## config.mk

```make
export PLATFORM = sky130hd
export DESIGN_NAME = itf_ctrl
export DESIGN_NICKNAME = d
export VERILOG_FILES = /design/src/rtl/itf_pkg.sv /design/src/rtl/itf_ctrl.sv
export SDC_FILE = /design/constraint.sdc
export NUM_CORES = 1
export LEC_CHECK = 0
export ABC_AREA = 1
export BUFFER_PORTS_ARGS = -buffer_cell sky130_fd_sc_hd__buf_2
export CORE_ASPECT_RATIO = 0.75
export CORE_MARGIN = 4
export CORE_UTILIZATION = 40
export CTS_CLUSTER_SIZE = 10
export DETAILED_ROUTE_END_ITERATION = 10
export RECOVER_POWER = 25
export SYNTH_ARGS = -nofsm -noshare
export SYNTH_HDL_FRONTEND = slang
export SYNTH_SLANG_ARGS = --single-unit
```

## constraint.sdc

```tcl
create_clock -name clk -period 1.7 [get_ports clk]
set_input_delay 0.34 -clock clk [delete_from_list [all_inputs] [get_ports clk]]
set_output_delay 0.34 -clock clk [all_outputs]
set_load 0.1 [all_outputs]
```

## src/rtl/itf_pkg.sv

```systemverilog
// Shared types and constants for the impedance Tustin filter.
package itf_pkg;

    localparam int unsigned DataW  = 32;
    localparam int unsigned AccW   = 100;
    localparam int unsigned ProdW  = 66;
    localparam int unsigned DivW   = 31;
    localparam int unsigned DenW   = 57;
    localparam int unsigned CoefW  = 58;

    // configuration register indexes
    localparam logic [1:0] REG_MASS      = 2'd0;
    localparam logic [1:0] REG_DAMPING   = 2'd1;
    localparam logic [1:0] REG_STIFFNESS = 2'd2;
    localparam logic [1:0] REG_PERIOD    = 2'd3;

    localparam logic [DataW-1:0] MASS_RST   = 32'd65536;
    localparam logic [DataW-1:0] PERIOD_RST = 32'd201327;
    localparam logic [DataW-1:0] POS_MAX    = 32'h7FFF_FFFF;
    localparam logic [DataW-1:0] POS_MIN    = 32'h8000_0000;

    typedef enum logic [3:0] {
        MS_TSTS,
        MS_TSDAMP,
        MS_T2LO_K,
        MS_T2HI_K,
        MS_T2LO_F,
        MS_T2HI_F,
        MS_B1LO_X1,
        MS_B1HI_X1,
        MS_B2LO_X2,
        MS_B2HI_X2
    } msel_t;

    typedef enum logic [2:0] {
        AC_NONE,
        AC_SET,
        AC_ADD0,
        AC_ADD32,
        AC_SAR24
    } acc_op_t;

    typedef enum logic [4:0] {
        ST_IDLE,
        ST_MUL_T2,
        ST_MUL_TB,
        ST_MUL_KLO,
        ST_MUL_KHI,
        ST_ACC_KHI,
        ST_COEF,
        ST_MUL_FHI,
        ST_ACC_FHI,
        ST_SHIFT,
        ST_MUL_B1HI,
        ST_MUL_B2LO,
        ST_MUL_B2HI,
        ST_ACC_B2HI,
        ST_PREP,
        ST_SATCHK,
        ST_DIV,
        ST_FIN
    } state_t;

    typedef struct packed {
        logic    load;
        logic    mul_en;
        msel_t   msel;
        acc_op_t acc_op;
        logic    cap_t2;
        logic    cap_tb;
        logic    coef;
        logic    prep;
        logic    satchk;
        logic    div_step;
        logic    finish;
    } cmd_t;

    typedef struct packed {
        logic early;     // zero denominator or saturated quotient
        logic out_free;  // output register can take a result
    } status_t;

endpackage

```

## src/rtl/itf_ctrl.sv

```systemverilog
// Sequencer for the filter datapath: multiply steps, accumulate, divide.
module itf_ctrl (
    input  logic            clk,
    input  logic            rst_n,
    input  logic            in_valid,
    output logic            in_ready,
    input  itf_pkg::status_t status,
    output itf_pkg::cmd_t   cmd
);

    itf_pkg::state_t state_reg, state_next;
    logic [4:0]      cnt_reg, cnt_next;

    // state register
    always_ff @(posedge clk or negedge rst_n)
    begin
        if (!rst_n)
        begin
            state_reg <= itf_pkg::ST_IDLE;
            cnt_reg   <= '0;
        end
        else
        begin
            state_reg <= state_next;
            cnt_reg   <= cnt_next;
        end
    end

    // next state and commands
    always_comb
    begin
        state_next   = state_reg;
        cnt_next     = cnt_reg;
        in_ready     = 1'b0;
        cmd          = '0;
        cmd.msel     = itf_pkg::MS_TSTS;
        cmd.acc_op   = itf_pkg::AC_NONE;
        case (state_reg)
            itf_pkg::ST_IDLE:
            begin
                in_ready = 1'b1;
                if (in_valid)
                begin
                    cmd.load   = 1'b1;
                    state_next = itf_pkg::ST_MUL_T2;
                end
            end
            itf_pkg::ST_MUL_T2:
            begin
                cmd.mul_en = 1'b1;
                cmd.msel   = itf_pkg::MS_TSTS;
                state_next = itf_pkg::ST_MUL_TB;
            end
            itf_pkg::ST_MUL_TB:
            begin
                cmd.mul_en = 1'b1;
                cmd.msel   = itf_pkg::MS_TSDAMP;
                cmd.cap_t2 = 1'b1;
                state_next = itf_pkg::ST_MUL_KLO;
            end
            itf_pkg::ST_MUL_KLO:
            begin
                cmd.cap_tb = 1'b1;
                cmd.mul_en = 1'b1;
                cmd.msel   = itf_pkg::MS_T2LO_K;
                state_next = itf_pkg::ST_MUL_KHI;
            end
            itf_pkg::ST_MUL_KHI:
            begin
                cmd.mul_en = 1'b1;
                cmd.msel   = itf_pkg::MS_T2HI_K;
                cmd.acc_op = itf_pkg::AC_SET;
                state_next = itf_pkg::ST_ACC_KHI;
            end
            itf_pkg::ST_ACC_KHI:
            begin
                cmd.acc_op = itf_pkg::AC_ADD32;
                state_next = itf_pkg::ST_COEF;
            end
            itf_pkg::ST_COEF:
            begin
                cmd.coef   = 1'b1;
                cmd.mul_en = 1'b1;
                cmd.msel   = itf_pkg::MS_T2LO_F;
                state_next = itf_pkg::ST_MUL_FHI;
            end
            itf_pkg::ST_MUL_FHI:
            begin
                cmd.mul_en = 1'b1;
                cmd.msel   = itf_pkg::MS_T2HI_F;
                cmd.acc_op = itf_pkg::AC_SET;
                state_next = itf_pkg::ST_ACC_FHI;
            end
            itf_pkg::ST_ACC_FHI:
            begin
                cmd.acc_op = itf_pkg::AC_ADD32;
                state_next = itf_pkg::ST_SHIFT;
            end
            itf_pkg::ST_SHIFT:
            begin
                cmd.acc_op = itf_pkg::AC_SAR24;
                cmd.mul_en = 1'b1;
                cmd.msel   = itf_pkg::MS_B1LO_X1;
                state_next = itf_pkg::ST_MUL_B1HI;
            end
            itf_pkg::ST_MUL_B1HI:
            begin
                cmd.acc_op = itf_pkg::AC_ADD0;
                cmd.mul_en = 1'b1;
                cmd.msel   = itf_pkg::MS_B1HI_X1;
                state_next = itf_pkg::ST_MUL_B2LO;
            end
            itf_pkg::ST_MUL_B2LO:
            begin
                cmd.acc_op = itf_pkg::AC_ADD32;
                cmd.mul_en = 1'b1;
                cmd.msel   = itf_pkg::MS_B2LO_X2;
                state_next = itf_pkg::ST_MUL_B2HI;
            end
            itf_pkg::ST_MUL_B2HI:
            begin
                cmd.acc_op = itf_pkg::AC_ADD0;
                cmd.mul_en = 1'b1;
                cmd.msel   = itf_pkg::MS_B2HI_X2;
                state_next = itf_pkg::ST_ACC_B2HI;
            end
            itf_pkg::ST_ACC_B2HI:
            begin
                cmd.acc_op = itf_pkg::AC_ADD32;
                state_next = itf_pkg::ST_PREP;
            end
            itf_pkg::ST_PREP:
            begin
                cmd.prep   = 1'b1;
                state_next = itf_pkg::ST_SATCHK;
            end
            itf_pkg::ST_SATCHK:
            begin
                cmd.satchk = 1'b1;
                cnt_next   = 5'(itf_pkg::DivW - 1);
                state_next = itf_pkg::ST_DIV;
            end
            itf_pkg::ST_DIV:
            begin
                // skip the divide when the result is already settled
                if (status.early)
                begin
                    state_next = itf_pkg::ST_FIN;
                end
                else
                begin
                    cmd.div_step = 1'b1;
                    cnt_next     = cnt_reg - 5'd1;
                    if (cnt_reg == 5'd0)
                    begin
                        state_next = itf_pkg::ST_FIN;
                    end
                end
            end
            itf_pkg::ST_FIN:
            begin
                if (status.out_free)
                begin
                    cmd.finish = 1'b1;
                    state_next = itf_pkg::ST_IDLE;
                end
            end
            default:
            begin
                state_next = itf_pkg::ST_IDLE;
            end
        endcase
    end

    property p_finish_free;
        @(posedge clk) disable iff (!rst_n) cmd.finish |-> status.out_free;
    endproperty
    a_finish_free: assert property (p_finish_free) else $error("result over unread output");

    property p_load_idle;
        @(posedge clk) disable iff (!rst_n) cmd.load |=> !in_ready;
    endproperty
    a_load_idle: assert property (p_load_idle) else $error("input taken while busy");

    property p_one_event;
        @(posedge clk) disable iff (!rst_n) $onehot0({cmd.load, cmd.div_step, cmd.finish});
    endproperty
    a_one_event: assert property (p_one_event) else $error("overlapping commands");

endmodule

```

==> run_results.csv <==
group,metric,value,unit
timing,drv_slew,0,
cts,cts_root_buffer,"clkbuf_4",
run,maxCapViolations,0,
status,failed_checks,"setup timing",
placement,dp_hpwl,2050,um
synth,yosys-top-cells-area,"dfrtp_1 (30%), nand2_1 (11%), inv_1 (9.5%)",
synth,yosysTopAreaCell,"dfrtp_1",
global_route,gr-total-overflow,0,
timing,max_slew_margin,62.5,%
placement,place_inst,175,
drt,wl_per_cell,14.6,um
timing,finalCritPeriodShare,115,%
cts,h-tree-depth,1,
drt,first_iter_violations,45,
floorplanning,dieArea,0.00287,mm2
drt,drt_pre_antenna_iters,4,
cts,cts.sinks,10,
floorplanning,die_h,47.4,um
timing,worstMarginPinSlew,0.563,ns
global_route,antenna_found_initial,0,
floorplanning,rows,13,
drt,vias,1019,
cells_and_area,most-common-layout-cells,"buf_12 (18), nand2_1 (17), inv_1 (16)",
synth,syn_area_per_cell,6.67,um2
cells_and_area,layout.cells.non_filler,188,
placement,placed_area,0.00139,mm2
global_route,grt.total_usage,20.5,%
global_route,grt_pass1_vias,910,
floorplanning,start_util,45.0,%
synth,synth_nets,130,
cells_and_area,postLayoutCellArea,0.00158,mm2
timing,hold_viol_final,0,
cells_and_area,area_delta_synth_final,90.6,%
cells_and_area,multi_input_area,636,um2
synth,synth_warnings,0,
worst_setup_path,cp-start-kind,"register",
cts,ctsLongestPathBuffers,2,
cells_and_area,layout_commonest_cell,"buf_12",
global_route,grt_max_degree,11,
timing,setup_viol,15,
placement,gp_congestion,0.845,
status,status,"finished, violations left",
worst_setup_path,critPathCaptureType,"primary output",
synth,netlist.area_leader.share,30.3,%
floorplanning,die_x,60.5,um
global_route,grt_pass1_wl,4180,um
cells_and_area,drive_gt1_share,58.4,%
cells_and_area,fin_nets,173,
worst_setup_path,cp.arrival,1.61,ns
synth,synth_cells,124,
placement,io_buffer_count,21,
synth,yosysSeqAreaShare,30.3,%
floorplanning,ios,22,
timing,setup_tns,-2.18,ns
cts,numCtsBuffers,3,
placement,place_ws,0.0125,ns
cells_and_area,nFillCells,106,
timing,fin_skew,0.0105,ns
worst_setup_path,crit_fanout,6,
worst_setup_path,worstPathRequired,1.36,ns
drt,drc_errors,0,
timing,final.setup.worst_slack,-0.248,ns
timing,fmax,0.513,GHz
drt,vias_per_cell,5.42,
synth,ys_seq_elements,10,
cts,path_clk_slew,0.08,ns
cts,clk_latency,0.27,ns
cells_and_area,antennaDiodeCount,0,
cts,cts_tree,"built",
cells_and_area,ff_latch_area,255,um2
synth,yosysUniqueCellTypes,19,
floorplanning,core,0.00184,mm2
worst_setup_path,path_class,"register to primary output",
timing,grt_setup_unrepaired,"yes",
worst_hold_path,min_path_type,"input port to register",
synth,synth_area,827,um2
timing,fin_crit,1.95,ns
drt,wl,2740,um
drt,ant_nets,0,
worst max-delay path, stage by stage, from the launching register on:
cell and delay, ns:
dfrtp_2 0.46, inv_4 0.13, nand3_4 0.11, inv_4 0.11, nand2_1 0.10, o21ai_4 0.09, or2_4 0.16, buf_12 0.16
final timing paths:
kind	start	slack, ns	end	cells after the start
worst max-delay path	state_reg[4]	-0.25	cmd[11]	7
worst max register to register	state_reg[4]	0.11	cnt_reg[3]	10
max in group asynchronous	rst_n	0.72	state_reg[2]	2
min in group asynchronous	rst_n	0.57	cnt_reg[2]	2
worst min-delay path	status[0]	0.43	state_reg[0]	4
worst min register to register	cnt_reg[2]	0.54	cnt_reg[2]	2
final cells by class:
| type | instances | share of cell area (%) |
|---|---|---|
| Clock buffer | 4 | 2.30 |
| Timing Repair Buffer | 38 | 32.3 |
| Multi-Input combinational cell | 87 | 40.3 |
| Tap cell | 22 | 1.75 |
| Sequential cell | 10 | 16.2 |
| Inverter | 27 | 7.14 |
metal layers:
layer,vias up,global-route usage (%),part of all wire (%)
li1,484,-,-
met1,485,25.4,41
met2,50,36.9,50
met3,0,6.87,8.4
met4,0,1.30,0
met5,-,0,0
repair_timing:
action                                 4_1_cts  5_1_grt
hold buffers                                 1        0
setup buffers                                4        4
setup endpoints to repair                   15       17
endpoints found under the hold margin       10        0
pin swaps                                    5        5
gates resized for setup                     12        8
kinds of logic after synthesis:
family / share of synthesized area [%]
and+or+nand+nor: 45.7
buffers and inverters: 12.3
adders and majority gates: 1.51
DFF: 30.3
AOI/OAI and AO/OA: 10.3
cells in the mapped netlist:
cell and number:
a21oi_1 4, a21oi_2 1, dfrtp_1 10, ha_1 1, inv_1 21, inv_2 6
nand2_1 24, nand2_2 7, nand2_8 1, nand3_1 13, nand3_2 2, nand4_1 5
nor2_1 13, nor2_2 3, nor2_4 3, o21ai_0 2, o21ai_1 4, o21ai_2 3
or2_1 1
stage by stage:
stage,util [%],hold slack (ns)
floorplan,-,0.0444
global placement,75.6,0.209
detailed placement,75.6,0.212
CTS,82.6,0.427
global route,85.8,0.465
finish,85.8,0.432
Power is left out: the tool's default activity adds up to more than one toggle a clock period on the data nets, which glitch-free logic cannot reach.
